`src/sv/pwli_pkg.sv`:
```
// shared types and constants of the piecewise linear interpolator
// no dependencies; imported by the channel interfaces, the datapath, the controller, the checker and the top level
package pwli_pkg;

  // field widths
  localparam int LEVEL_W   = 16;  // signed Q8.8 input percentage
  localparam int PCT_Q_W   = 15;  // clamped percentage, 0..25600
  localparam int PCT_W     = 7;   // breakpoint percent, integer
  localparam int SCALE_W   = 20;  // unsigned Q12.8 scale
  localparam int CNT_W     = 3;   // point count register
  localparam int CFG_IDX_W = 3;   // register index
  localparam int CFG_W     = 28;  // widest register
  localparam int PT_SCALE_LSB = 8;
  localparam int FRAC_W    = 8;

  // division: one quotient bit a cycle
  localparam int DIV_STEPS = SCALE_W;
  localparam int DIV_CNT_W = $clog2(DIV_STEPS);
  localparam int PROD_W    = SCALE_W + PCT_Q_W;

  localparam logic [PCT_Q_W-1:0] HUNDRED_Q8        = 15'd25600;
  localparam logic [SCALE_W-1:0] DEFAULT_SCALE_RST = 20'd25600;

  // register indexes
  typedef enum logic [CFG_IDX_W-1:0] {
    REG_POINT_COUNT   = 3'd0,
    REG_DEFAULT_SCALE = 3'd1,
    REG_POINT_BASE    = 3'd2
  } cfg_reg_t;

  // controller to datapath
  typedef struct packed {
    logic start;
    logic search;
    logic mult;
    logic div_step;
    logic finish;
  } pwli_cmd_t;

  // datapath to controller
  typedef struct packed {
    logic found_const;
    logic found_lerp;
    logic div_last;
  } pwli_stat_t;

endpackage

```
`src/sv/pwli_channels.sv`:
```
// valid/ready channel interfaces for the input level and the result scale
// depends on pwli_pkg for the field widths
interface pwli_level_if;
  import pwli_pkg::*;
  logic                      valid;
  logic                      ready;
  logic signed [LEVEL_W-1:0] level_percent;

  modport source (output valid, output level_percent, input ready);
  modport sink (input valid, input level_percent, output ready);
endinterface

interface pwli_scale_if;
  import pwli_pkg::*;
  logic               valid;
  logic               ready;
  logic [SCALE_W-1:0] scale_out;

  modport source (output valid, output scale_out, input ready);
  modport sink (input valid, input scale_out, output ready);
endinterface

```
`src/sv/piecewise_linear_interpolator.sv`:
```
// Piecewise linear interpolator: maps a signed Q8.8 percentage to a Q12.8
// scale through a table of up to MAX_POINTS breakpoints.
//
// Channels: level (sink) carries level_percent, scale (source) carries
// scale_out; a transaction moves at a clock edge with valid and ready high.
// Configuration: cfg_write with cfg_index 0 = point count, 1 = default
// scale, 2.. = breakpoints; write only while no item is in flight.
//
// Timing: level.ready is high only in the idle state. After a transaction,
// the search visits one breakpoint per cycle, 1..MAX_POINTS in all.
// A constant answer goes from the search to the finish state, which loads
// the result and sets scale.valid; an interpolated one first passes the
// multiply state and the divide state, where the serial divider works out
// one quotient bit a cycle. The next transaction can be taken in the cycle
// after the result loads; no new item is taken while one is in flight.
// The result sits in an output register: while the receiver stalls, the
// block takes and works on the next item and holds it before the output.
// Reset: point count 0, default scale 100.0, breakpoints 0, no result.
module piecewise_linear_interpolator
  import pwli_pkg::*;
#(
  parameter int MAX_POINTS = 6
) (
  input  logic                 clk,
  input  logic                 rst,
  input  logic                 cfg_write,
  input  logic [CFG_IDX_W-1:0] cfg_index,
  input  logic [CFG_W-1:0]     cfg_data,
  pwli_level_if.sink           level,
  pwli_scale_if.source         scale
);

  pwli_cmd_t  cmd;
  pwli_stat_t stat;

  // sequencing
  pwli_ctrl u_ctrl (
    .clk         (clk),
    .rst         (rst),
    .level_valid (level.valid),
    .level_ready (level.ready),
    .scale_valid (scale.valid),
    .scale_ready (scale.ready),
    .stat        (stat),
    .cmd         (cmd)
  );

  // arithmetic and configuration
  pwli_dp #(
    .MAX_POINTS (MAX_POINTS)
  ) u_dp (
    .clk           (clk),
    .rst           (rst),
    .cfg_write     (cfg_write),
    .cfg_index     (cfg_index),
    .cfg_data      (cfg_data),
    .level_percent (level.level_percent),
    .cmd           (cmd),
    .stat          (stat),
    .scale_out     (scale.scale_out)
  );

endmodule

```
`src/sv/pwli_dp.sv`:
```
// datapath: configuration registers, segment search, multiplier,
// restoring divider and result register; depends on pwli_pkg
module pwli_dp
  import pwli_pkg::*;
#(
  parameter int MAX_POINTS = 6
) (
  input  logic                      clk,
  input  logic                      rst,
  input  logic                      cfg_write,
  input  logic [CFG_IDX_W-1:0]      cfg_index,
  input  logic [CFG_W-1:0]          cfg_data,
  input  logic signed [LEVEL_W-1:0] level_percent,
  input  pwli_cmd_t                 cmd,
  output pwli_stat_t                stat,
  output logic [SCALE_W-1:0]        scale_out
);

  localparam int IDX_W = (MAX_POINTS > 1) ? $clog2(MAX_POINTS) : 1;
  localparam logic [CNT_W-1:0] MAX_N = CNT_W'(MAX_POINTS);

  // configuration
  logic [CNT_W-1:0]   point_count;
  logic [SCALE_W-1:0] default_scale;
  logic [PCT_W-1:0]   pt_pct   [MAX_POINTS];
  logic [SCALE_W-1:0] pt_scale [MAX_POINTS];

  // working registers
  logic [PCT_Q_W-1:0]   p;
  logic [IDX_W-1:0]     idx;
  logic [PCT_W-1:0]     prev_pct;
  logic [SCALE_W-1:0]   prev_scale;
  logic [SCALE_W-1:0]   lo;
  logic                 neg;
  logic [SCALE_W-1:0]   mag;
  logic [PCT_Q_W-1:0]   num;
  logic [PCT_Q_W-1:0]   den;
  logic [PCT_Q_W-1:0]   rem;
  logic [SCALE_W-1:0]   quo;
  logic [DIV_CNT_W-1:0] div_cnt;

  // combinational
  logic [CNT_W-1:0]   n_eff;
  logic [PCT_W-1:0]   cur_pct;
  logic [SCALE_W-1:0] cur_scale;
  logic [PCT_Q_W-1:0] cur_q;
  logic [PCT_Q_W-1:0] prev_q;
  logic               is_first;
  logic               is_last;
  logic               found_const;
  logic               found_lerp;
  logic [SCALE_W-1:0] const_val;
  logic [SCALE_W-1:0] lerp_lo;
  logic [SCALE_W-1:0] lerp_hi;
  logic [PCT_Q_W-1:0] lerp_num;
  logic [PCT_Q_W-1:0] lerp_den;
  logic [PCT_Q_W-1:0] p_clamped;
  logic [PCT_Q_W:0]   shifted;
  logic [PCT_Q_W+1:0] trial;
  logic [PROD_W-1:0]  product;

  // configuration writes
  always_ff @(posedge clk) begin
    if (rst) begin
      point_count   <= '0;
      default_scale <= DEFAULT_SCALE_RST;
      for (int k = 0; k < MAX_POINTS; k++) begin
        pt_pct[k]   <= '0;
        pt_scale[k] <= '0;
      end
    end else if (cfg_write) begin
      if (cfg_index == REG_POINT_COUNT) begin
        point_count <= cfg_data[CNT_W-1:0];
      end
      if (cfg_index == REG_DEFAULT_SCALE) begin
        default_scale <= cfg_data[SCALE_W-1:0];
      end
      for (int k = 0; k < MAX_POINTS; k++) begin
        if (cfg_index == CFG_IDX_W'(int'(REG_POINT_BASE) + k)) begin
          pt_pct[k]   <= cfg_data[PCT_W-1:0];
          pt_scale[k] <= cfg_data[PT_SCALE_LSB +: SCALE_W];
        end
      end
    end
  end

  // clamp input to 0..100 percent
  always_comb begin
    priority if (level_percent[LEVEL_W-1]) begin
      p_clamped = '0;
    end else if (level_percent[PCT_Q_W-1:0] > HUNDRED_Q8) begin
      p_clamped = HUNDRED_Q8;
    end else begin
      p_clamped = level_percent[PCT_Q_W-1:0];
    end
  end

  // segment check for the current breakpoint
  assign n_eff     = (point_count > MAX_N) ? MAX_N : point_count;
  assign cur_pct   = pt_pct[idx];
  assign cur_scale = pt_scale[idx];
  assign cur_q     = {cur_pct, {FRAC_W{1'b0}}};
  assign prev_q    = {prev_pct, {FRAC_W{1'b0}}};
  assign is_first  = (idx == '0);
  assign is_last   = (CNT_W'(idx) == n_eff - CNT_W'(1));

  always_comb begin
    found_const = 1'b0;
    found_lerp  = 1'b0;
    const_val   = cur_scale;
    lerp_lo     = prev_scale;
    lerp_hi     = cur_scale;
    lerp_num    = p - prev_q;
    lerp_den    = cur_q - prev_q;
    priority if (n_eff == '0) begin
      found_const = 1'b1;
      const_val   = default_scale;
    end else if (is_first) begin
      // ramp from the default scale at zero percent
      lerp_lo  = default_scale;
      lerp_num = p;
      lerp_den = cur_q;
      priority if (p <= cur_q) begin
        if (cur_pct == '0) begin
          found_const = 1'b1;
        end else begin
          found_lerp = 1'b1;
        end
      end else if (is_last) begin
        found_const = 1'b1;
      end else begin
        // not here, go on to the next breakpoint
      end
    end else begin
      priority if (p >= prev_q && p <= cur_q) begin
        if (cur_q <= prev_q) begin
          found_const = 1'b1;
        end else begin
          found_lerp = 1'b1;
        end
      end else if (is_last) begin
        found_const = 1'b1;
      end else begin
        // not in this segment, go on to the next one
      end
    end
  end

  // one restoring division step
  assign shifted = {rem, quo[SCALE_W-1]};
  assign trial   = {1'b0, shifted} - {2'b00, den};
  assign product = PROD_W'(mag) * PROD_W'(num);

  always_ff @(posedge clk) begin
    if (cmd.start) begin
      p   <= p_clamped;
      idx <= '0;
    end
    // search one breakpoint a cycle
    if (cmd.search) begin
      priority if (found_const) begin
        lo  <= const_val;
        neg <= 1'b0;
        quo <= '0;
      end else if (found_lerp) begin
        lo  <= lerp_lo;
        neg <= (lerp_hi < lerp_lo);
        mag <= (lerp_hi < lerp_lo) ? lerp_lo - lerp_hi : lerp_hi - lerp_lo;
        num <= lerp_num;
        den <= lerp_den;
      end else begin
        prev_pct   <= cur_pct;
        prev_scale <= cur_scale;
        idx        <= idx + IDX_W'(1);
      end
    end
    // product feeds the divider directly; its top part is below den
    if (cmd.mult) begin
      {rem, quo} <= product;
      div_cnt    <= '0;
    end
    if (cmd.div_step) begin
      if (!trial[PCT_Q_W+1]) begin
        rem <= trial[PCT_Q_W-1:0];
        quo <= {quo[SCALE_W-2:0], 1'b1};
      end else begin
        rem <= shifted[PCT_Q_W-1:0];
        quo <= {quo[SCALE_W-2:0], 1'b0};
      end
      div_cnt <= div_cnt + DIV_CNT_W'(1);
    end
    // result register
    if (cmd.finish) begin
      scale_out <= neg ? lo - quo : lo + quo;
    end
  end

  assign stat.found_const = found_const;
  assign stat.found_lerp  = found_lerp;
  assign stat.div_last    = (div_cnt == DIV_CNT_W'(DIV_STEPS - 1));

endmodule

```
`src/sv/pwli_ctrl.sv`:
```
// controller: sequences search, multiply, divide and result hand-off
// depends on pwli_pkg for the command and status structs
module pwli_ctrl
  import pwli_pkg::*;
(
  input  logic       clk,
  input  logic       rst,
  input  logic       level_valid,
  output logic       level_ready,
  output logic       scale_valid,
  input  logic       scale_ready,
  input  pwli_stat_t stat,
  output pwli_cmd_t  cmd
);

  typedef enum logic [2:0] {
    ST_IDLE,
    ST_SEARCH,
    ST_MULT,
    ST_DIVIDE,
    ST_FINISH
  } state_t;

  state_t state;

  // commands decoded from state and the channel handshakes
  assign level_ready  = (state == ST_IDLE);
  assign cmd.start    = (state == ST_IDLE) && level_valid;
  assign cmd.search   = (state == ST_SEARCH);
  assign cmd.mult     = (state == ST_MULT);
  assign cmd.div_step = (state == ST_DIVIDE);
  assign cmd.finish   = (state == ST_FINISH) && (!scale_valid || scale_ready);

  // state and output valid
  always_ff @(posedge clk) begin
    if (rst) begin
      state       <= ST_IDLE;
      scale_valid <= 1'b0;
    end else begin
      // set on a new result, cleared when its transaction goes out
      if (cmd.finish) begin
        scale_valid <= 1'b1;
      end else if (scale_valid && scale_ready) begin
        scale_valid <= 1'b0;
      end
      unique case (state)
        ST_IDLE: begin
          if (level_valid) begin
            state <= ST_SEARCH;
          end
        end
        ST_SEARCH: begin
          priority if (stat.found_const) begin
            state <= ST_FINISH;
          end else if (stat.found_lerp) begin
            state <= ST_MULT;
          end else begin
            // keep searching
          end
        end
        ST_MULT: begin
          state <= ST_DIVIDE;
        end
        ST_DIVIDE: begin
          if (stat.div_last) begin
            state <= ST_FINISH;
          end
        end
        ST_FINISH: begin
          if (cmd.finish) begin
            state <= ST_IDLE;
          end
        end
        default: begin
          state <= ST_IDLE;
        end
      endcase
    end
  end

endmodule

```
`src/flat_wrapper.sv`:
```
// flat-port wrapper written by rule: the top's interface ports become plain ports
module piecewise_linear_interpolator_flat import pwli_pkg::*;
#(
  parameter int MAX_POINTS = 6
)
  (clk, rst, cfg_write, cfg_index, cfg_data, level_valid, level_level_percent, level_ready, scale_valid, scale_scale_out, scale_ready);
  pwli_level_if level_i ();
  pwli_scale_if scale_i ();
  input  logic clk;
  input  logic rst;
  input  logic cfg_write;
  input  logic [CFG_IDX_W-1:0] cfg_index;
  input  logic [CFG_W-1:0] cfg_data;
  input wire logic [$bits(level_i.valid)-1:0] level_valid;
  input wire logic [$bits(level_i.level_percent)-1:0] level_level_percent;
  output wire logic [$bits(level_i.ready)-1:0] level_ready;
  output wire logic [$bits(scale_i.valid)-1:0] scale_valid;
  output wire logic [$bits(scale_i.scale_out)-1:0] scale_scale_out;
  input wire logic [$bits(scale_i.ready)-1:0] scale_ready;
  assign level_i.valid = level_valid;
  assign level_i.level_percent = level_level_percent;
  assign level_ready = level_i.ready;
  assign scale_valid = scale_i.valid;
  assign scale_scale_out = scale_i.scale_out;
  assign scale_i.ready = scale_ready;
  piecewise_linear_interpolator #(.MAX_POINTS(MAX_POINTS)) u_core (.clk(clk), .rst(rst), .cfg_write(cfg_write), .cfg_index(cfg_index), .cfg_data(cfg_data), .level(level_i), .scale(scale_i));
endmodule
```
`config.mk`:
```
export PLATFORM = sky130hd
export DESIGN_NAME = piecewise_linear_interpolator_flat
export DESIGN_NICKNAME = d
export VERILOG_FILES = /design/src/sv/pwli_pkg.sv /design/src/sv/pwli_channels.sv /design/src/sv/piecewise_linear_interpolator.sv /design/src/sv/pwli_dp.sv /design/src/sv/pwli_ctrl.sv /design/src/flat_wrapper.sv
export SDC_FILE = /design/constraint.sdc
export NUM_CORES = 1
export LEC_CHECK = 0
export ABC_CLOCK_PERIOD_IN_PS = 12490
export BUFFER_PORTS_ARGS = -buffer_cell sky130_fd_sc_hd__buf_2
export CAP_MARGIN = 40
export CORE_ASPECT_RATIO = 1.4
export CORE_UTILIZATION = 70
export CTS_BUF_LIST = sky130_fd_sc_hd__clkbuf_4
export CTS_CLUSTER_DIAMETER = 100
export DETAILED_ROUTE_END_ITERATION = 6
export PLACE_DENSITY_LB_ADDON = 0.25
export SLEW_MARGIN = 15
export SYNTH_ARGS = -nofsm -noshare
export SYNTH_HDL_FRONTEND = slang
export SYNTH_SLANG_ARGS = --single-unit
```
`constraint.sdc`:
```
create_clock -name clk -period 12.49 [get_ports clk]
set_input_delay 0 -clock clk [delete_from_list [all_inputs] [get_ports clk]]
set_output_delay 0 -clock clk [all_outputs]
set_load 0.005 [all_outputs]
```
# Word level (Yosys, flattened, before mapping)
# Memory sizes are Yosys's and may differ from the RTL's. A register that Yosys moved wholly into a read port is not among the register bits.
# Cells that the tools add are included.
# word_totals
register_bits	203
in_bits	52
mem_bits_rw	162
memories	2
out_inout_bits	22
wordCells	179
# classes
n_eq_ne	17
order_cmp	6
n_addsub	10
bitwise_logic	14
mul	1
n_mux	87
reduce_logical	24
# mem_list
name	words	word_bits	read_ports	rd_clocked_by_memory_dff	write_ports	line	text
u_core.u_dp.pt_scale	6	20	1	1	6	pwli_dp.sv:26	logic [SCALE_W-1:0] pt_scale [MAX_POINTS];
u_core.u_dp.pt_pct	6	7	1	1	6	pwli_dp.sv:25	logic [PCT_W-1:0] pt_pct [MAX_POINTS];
# ops
cell	n
$mux 20	17
$mux 15	8
$sub 20x20->20	3
$mux 1	43
$mux 7	6
$mul 20x15->35	1
$le 15x15->1	2
$mux 3	10
$sub 15x15->15	2
$add 20x20->20	1
$lt 20x20->1	1
$sub 16x15->17	1
$eq 3x3->1 const B	5
$ge 15x15->1	1
$gt 15x15->1 const B	1
$pmux 3 s5	1
$eq 3x2->1 const B	4
$logic_not 3->1	4
$or 1x1->1	12
$mux 5	2
$reduce_and 2->1	4
$logic_not 7->1	1
$eq 3x1->1 const B	2
$reduce_and 3->1	2
17 further kinds	25

# Logic depth before layout (Yosys ltp)
# depth
ltp_word	12
ltp_mapped	25
depth_no_buf	23

# By module
# From an unflattened synthesis, not the netlist that was laid out.
# unflattened
hier_cells	2759
hier_area_um2	28877.7
# modules_own_cells
mod	instances	seq_area_each_um2	cells_per_inst	area_each_um2
pwli_dp	1	10339.9	2733	28625.0
pwli_ctrl	1	80.1	26	252.7

# Worst setup path before layout
# Ideal clock, no wire load.
# synth_timing
kind	register to register
from	register u_core.u_dp.idx[0]
to	register u_core.u_dp.den[10], enable pin
n_path_buf	4
setup_slack_ns	4.537
required_ns	11.928
arrival_ns	7.391
setup_time_ns	0.562
period_less_slack_ns	7.953
stages_incl_launch_ff	16
path_cell_list	dfxtp_1 -> buf_6 -> buf_4 -> buf_2 -> buf_2 -> mux2i_1 -> a21oi_1 -> inv_1 -> ha_1 -> and3_1 -> nand4_1 -> o21ai_0 -> a21oi_1 -> a211oi_1 -> a21oi_1 -> nor4b_1
# synth_via
elab_chain_len	7
word_cells_on_any_way	11
cone_classes	eq/ne: 1; mux: 7; bitwise: 1; reduce/logical: 2
# synth_lines
element	line	text
from (decl)	pwli_dp.sv:30	logic [IDX_W-1:0] idx;
from (signal assigned)	pwli_dp.sv:174	idx <= idx + IDX_W'(1);
$eq 3x3->1	pwli_dp.sv:105	assign is_last = (CNT_W'(idx) == n_eff - CNT_W'(1));
$mux 1	pwli_dp.sv:129, pwli_dp.sv:141	
$mux 1, on equally long branches	pwli_dp.sv:135, pwli_dp.sv:123	
$mux 1	pwli_dp.sv:118	end else if (is_first) begin
$mux 1	pwli_dp.sv:115	priority if (n_eff == '0) begin
$not 1->1 (no line)	n/a	
$reduce_and 3->1 (no line) *	n/a	
to (signal assigned)	pwli_dp.sv:170	den <= lerp_den;
to (decl)	pwli_dp.sv:37	logic [PCT_Q_W-1:0] den;
# Every way passes the cells marked *; elsewhere a longest branch is shown, timed or not.
# A chain may end at the register's enable or synchronous reset.

# Final worst setup path
# layout_timing
from	register u_core.u_dp.num[0]
to	register u_core.u_dp.rem[10] (data pin)
# layout_via
elab_chain_len	3
# layout_lines
element	line	text
from (decl)	pwli_dp.sv:36	logic [PCT_Q_W-1:0] num;
from (signal assigned)	pwli_dp.sv:169	num <= lerp_num;
$mul 20x15->35	pwli_dp.sv:152	assign product = PROD_W'(mag) * PROD_W'(num);
$mux 15	pwli_dp.sv:178	if (cmd.mult) begin
$mux 15	pwli_dp.sv:182	if (cmd.div_step) begin
to (signal assigned)	pwli_dp.sv:179	{rem, quo} <= product;
to (signal assigned)	pwli_dp.sv:184	rem <= trial[PCT_Q_W-1:0];
to (signal assigned)	pwli_dp.sv:187	rem <= shifted[PCT_Q_W-1:0];
to (decl)	pwli_dp.sv:38	logic [PCT_Q_W-1:0] rem;
# Every way passes these cells. The select of a mux whose other input is x is not followed.

==> impl_metrics.csv <==
group,metric,value,unit
die,dieArea,42300,µm²
worst_setup_path,required,13010,ps
placed_design,dp_hpwl,52.6,mm
outcome,outcome,"completed",
global_route,antenna_found_initial,3,
placed_design,dp_slack,5270,ps
die,fp-row-count,87,
detailed_routing,dr.pass1.iters,7,
logic_synthesis,synthArstFlopShare,0,
worst_setup_path,worstSetupStartpointType,"register",
pwr,clkPwrFrac,0.329,
final_layout,layout_common_cells,"inv_1, and2_1, edfxtp_1, nand2_1, fa_1",
die,start_util,0.715,
pwr,switching_share,0.290,
sta,hold_viol_final,0,
sta,worstMarginPinSlew,934,ps
final_layout,final_cell_area,31800,µm²
detailed_routing,drtIter0Drc,1664,
clock_tree,htree_levels,3,
logic_synthesis,synth_edf_count,327,
global_route,grt_overflow,0,
detailed_routing,wl_per_cell,20.6,µm
global_route,grt_max_degree,56,
worst_setup_path,startpoint,"u_core.u_dp.num[0]",
final_layout,final_cell_count_no_fill,3527,
sta,rsz0062_at_grt,"false",
detailed_routing,vias,21600,
clock_tree,cts_buffers,80,
final_layout,seqCellArea,10400,µm²
run,max_cap_violations,0,
pwr,p_per_area,93.4,nW/µm²
placed_design,place_area,29800,µm²
die,die_h,243,µm
worst_setup_path,slowest_delay,630,ps
detailed_routing,via_per_inst,6.11,
hold_path,min_path_type,"input pin to register",
hold_path,hp-start,"cfg_data[22]",
clock_tree,cts_sinks,357,
worst_setup_path,r2r-start,"u_core.u_dp.num[0]",
global_route,grt_usage,0.357,
worst_setup_path,crit_fanout,20,
clock_tree,clk_pin_slew,80,ps
detailed_routing,antenna_left,0,
die,fp.dieW,174,µm
die,core,40600,µm²
placed_design,numPortBuffers,73,
worst_setup_path,cp.arrival,7760,ps
final_layout,nets,3407,
pwr,internal_power,2.11,mW
sta,layout_setup_ws,5240,ps
sta,holdWs,93.3,ps
logic_synthesis,syn_area,29000,µm²
clock_tree,insertion_delay,810,ps
pwr,p_sw,0.862,mW
pwr,p_leak,14.0,nW
placed_design,dp.cells,3294,
logic_synthesis,synth-warning-count,0,
logic_synthesis,yosys_register_bits,357,
sta,fmax,0.138,GHz
worst_setup_path,crit_path_cell_trace,"and2_1 -> fa_1 -> inv_1 -> fa_1 -> inv_1 -> fa_1 -> inv_1 -> fa_1 -> inv_1 -> fa_1 -> inv_1 -> fa_1 -> inv_1 -> ha_1 -> and4_1 -> and3_1 -> a22oi_1 -> a211oi_1 -> o2111a_1 -> o211ai_1 -> a21boi_0 -> or3_1 -> a31o_2",
global_route,grt_pass1_wl,117,mm
detailed_routing,drc_errors,0,
worst_setup_path,crit_path_top_delay_cell,"edfxtp_1",
sta,min_period_over_period,0.580,
logic_synthesis,yosys_most_used_dff,"edfxtp_1",
final_layout,drive_gt1_frac,0.104,
sta,min_period,7250,ps
sta,clock-skew-final,65.3,ps
logic_synthesis,synth.net_count,3266,
die,pin_count,74,
pwr,ir_drop,0.123,mV
sta,tns,0,ps
final_layout,fill_cells,2575,
final_layout,area_delta_synth_final,9.55,%
sta,final-setup-viol-count,0,
placed_design,globalplace.congestion,0.944,
clock_tree,cts_max_path_buffers,3,
clock_tree,cts_tree,"done",
logic_synthesis,synth_area_per_cell,10.4,µm²
pwr,seq_power_share,0.476,
sta,slew_headroom,0.377,
sta,finalMaxSlewViolations,0,
worst_setup_path,critical_path_class,"register to register",
pwr,power.share.combinational,0.195,
logic_synthesis,syn_inst,2785,
clock_tree,clockRootBuffer,"clkbuf_4",
global_route,grt_pass1_vias,23200,
logic_synthesis,seq_area_frac_synth,0.359,
final_layout,multi_input_area,16800,µm²
logic_synthesis,ys_types,81,
worst_setup_path,endpoint_kind,"register",
clock_tree,post_cts_buffers,0,
detailed_routing,routed_wl,72.6,mm
## flip-flops by register name (all words and copies together), names as in the netlist, 5 cells and up
name and cells:
u_core.u_dp.lo 20, u_core.u_dp.den 7, u_core.u_dp.div_cnt 5, u_core.u_dp.num 15, u_core.u_dp.rem 15, u_core.u_dp.p 15
u_core.u_dp.scale_out 20, u_core.u_dp.quo 20, u_core.u_dp.pt_pct 42, u_core.u_dp.prev_scale 20, u_core.u_dp.default_scale 20, u_core.u_dp.prev_pct 7
u_core.u_dp.mag 20, u_core.u_dp.pt_scale 120
## stage by stage
stage,total power [mW],utilization
4_1_cts,2.95,0.781
2_1_floorplan,1.82,-
6_report,2.97,0.783
3_5_place_dp,1.98,0.735
5_1_grt,3.09,0.783
3_3_place_gp,1.96,0.732
## power by group through the flow
stage	clock network [mW]	logic [mW]	registers, mW
floorplan	0	0.395	1.43
global placement	0	0.528	1.43
detailed placement	0	0.544	1.44
CTS	0.977	0.565	1.41
global route	1.04	0.631	1.42
finish	0.975	0.579	1.41
## synthesized netlist by cell type (7+ instances only)
library cell	n	area (µm²)
mux4_2	24	541
o21ai_0	84	420
nand2_1	279	1050
a31oi_1	22	138
mux2_2	8	90.1
nand2b_1	14	87.6
dfxtp_1	30	601
and3_1	11	68.8
a21oi_1	140	701
fa_1	238	4760
xnor2_1	58	508
o21a_1	12	90.1
xor2_1	32	280
o31ai_1	11	82.6
o211ai_1	7	52.6
inv_1	346	1300
nor3_1	34	170
a211oi_1	17	128
nor2_1	131	492
ha_1	191	2390
nand3_1	29	145
nor2b_1	17	106
o21bai_1	7	52.6
and2_1	346	2160
edfxtp_1	327	9820
a21boi_0	7	52.6
mux2i_1	88	881
or2_2	8	50.1
buf_2	14	70.1
or3_1	14	87.6
nor4_1	8	50.1
a21o_1	41	308
clkbuf_1	97	364
## what timing repair did
action	CTS	global route
gates resized for setup	0	0
hold endpoints to repair	233	0
hold buffers	81	0
## critical path, delay by kind of cell (launching register included)
| kind | cells | cell delay, ps |
|---|---|---|
| compound gates | 6 | 1540 |
| simple gates | 4 | 1050 |
| flops | 1 | 630 |
| buf+inv | 6 | 310 |
| fa+ha+maj | 7 | 3460 |
## worst paths after layout
| check | end | slack [ps] | cells after the start |
|---|---|---|---|
| worst min-delay path | u_core.u_dp.pt_scale[4][14] | 90 | 3 |
| worst max-delay path | u_core.u_dp.rem[10] | 5240 | 23 |
| worst max register to register | u_core.u_dp.rem[10] | 5240 | 23 |
| worst min register to register | u_core.u_dp.default_scale[19] | 480 | 2 |
## per-layer routing
layer	GRT usage	wire length, µm	up-vias
met5	0	63	-
met4	0.222	4570	4
met3	0.0564	4470	324
met2	0.656	38500	1024
met1	0.378	25000	10500
li1	-	-	9674
## area by class of cell
type,instances,share of cell area
tap,534,0.0210
sequential,357,0.328
timing repair buffer,184,0.0465
clock inverter,34,0.00740
clock buffer,114,0.0269
antenna,1,0.0000787
multi-input combinational,1954,0.529
inverter,349,0.0412
## cells by family after synthesis
group,after synthesis,synth area share
adders and majority gates,429,0.247
AOI/OAI and AO/OA,397,0.0861
muxes,124,0.0556
DFF,357,0.359
buffers and inverters,474,0.0645
and+or+nand+nor,914,0.161
xor gates and xnor gates,90,0.0272
Note: power is estimated with default switching activity, not from simulation.
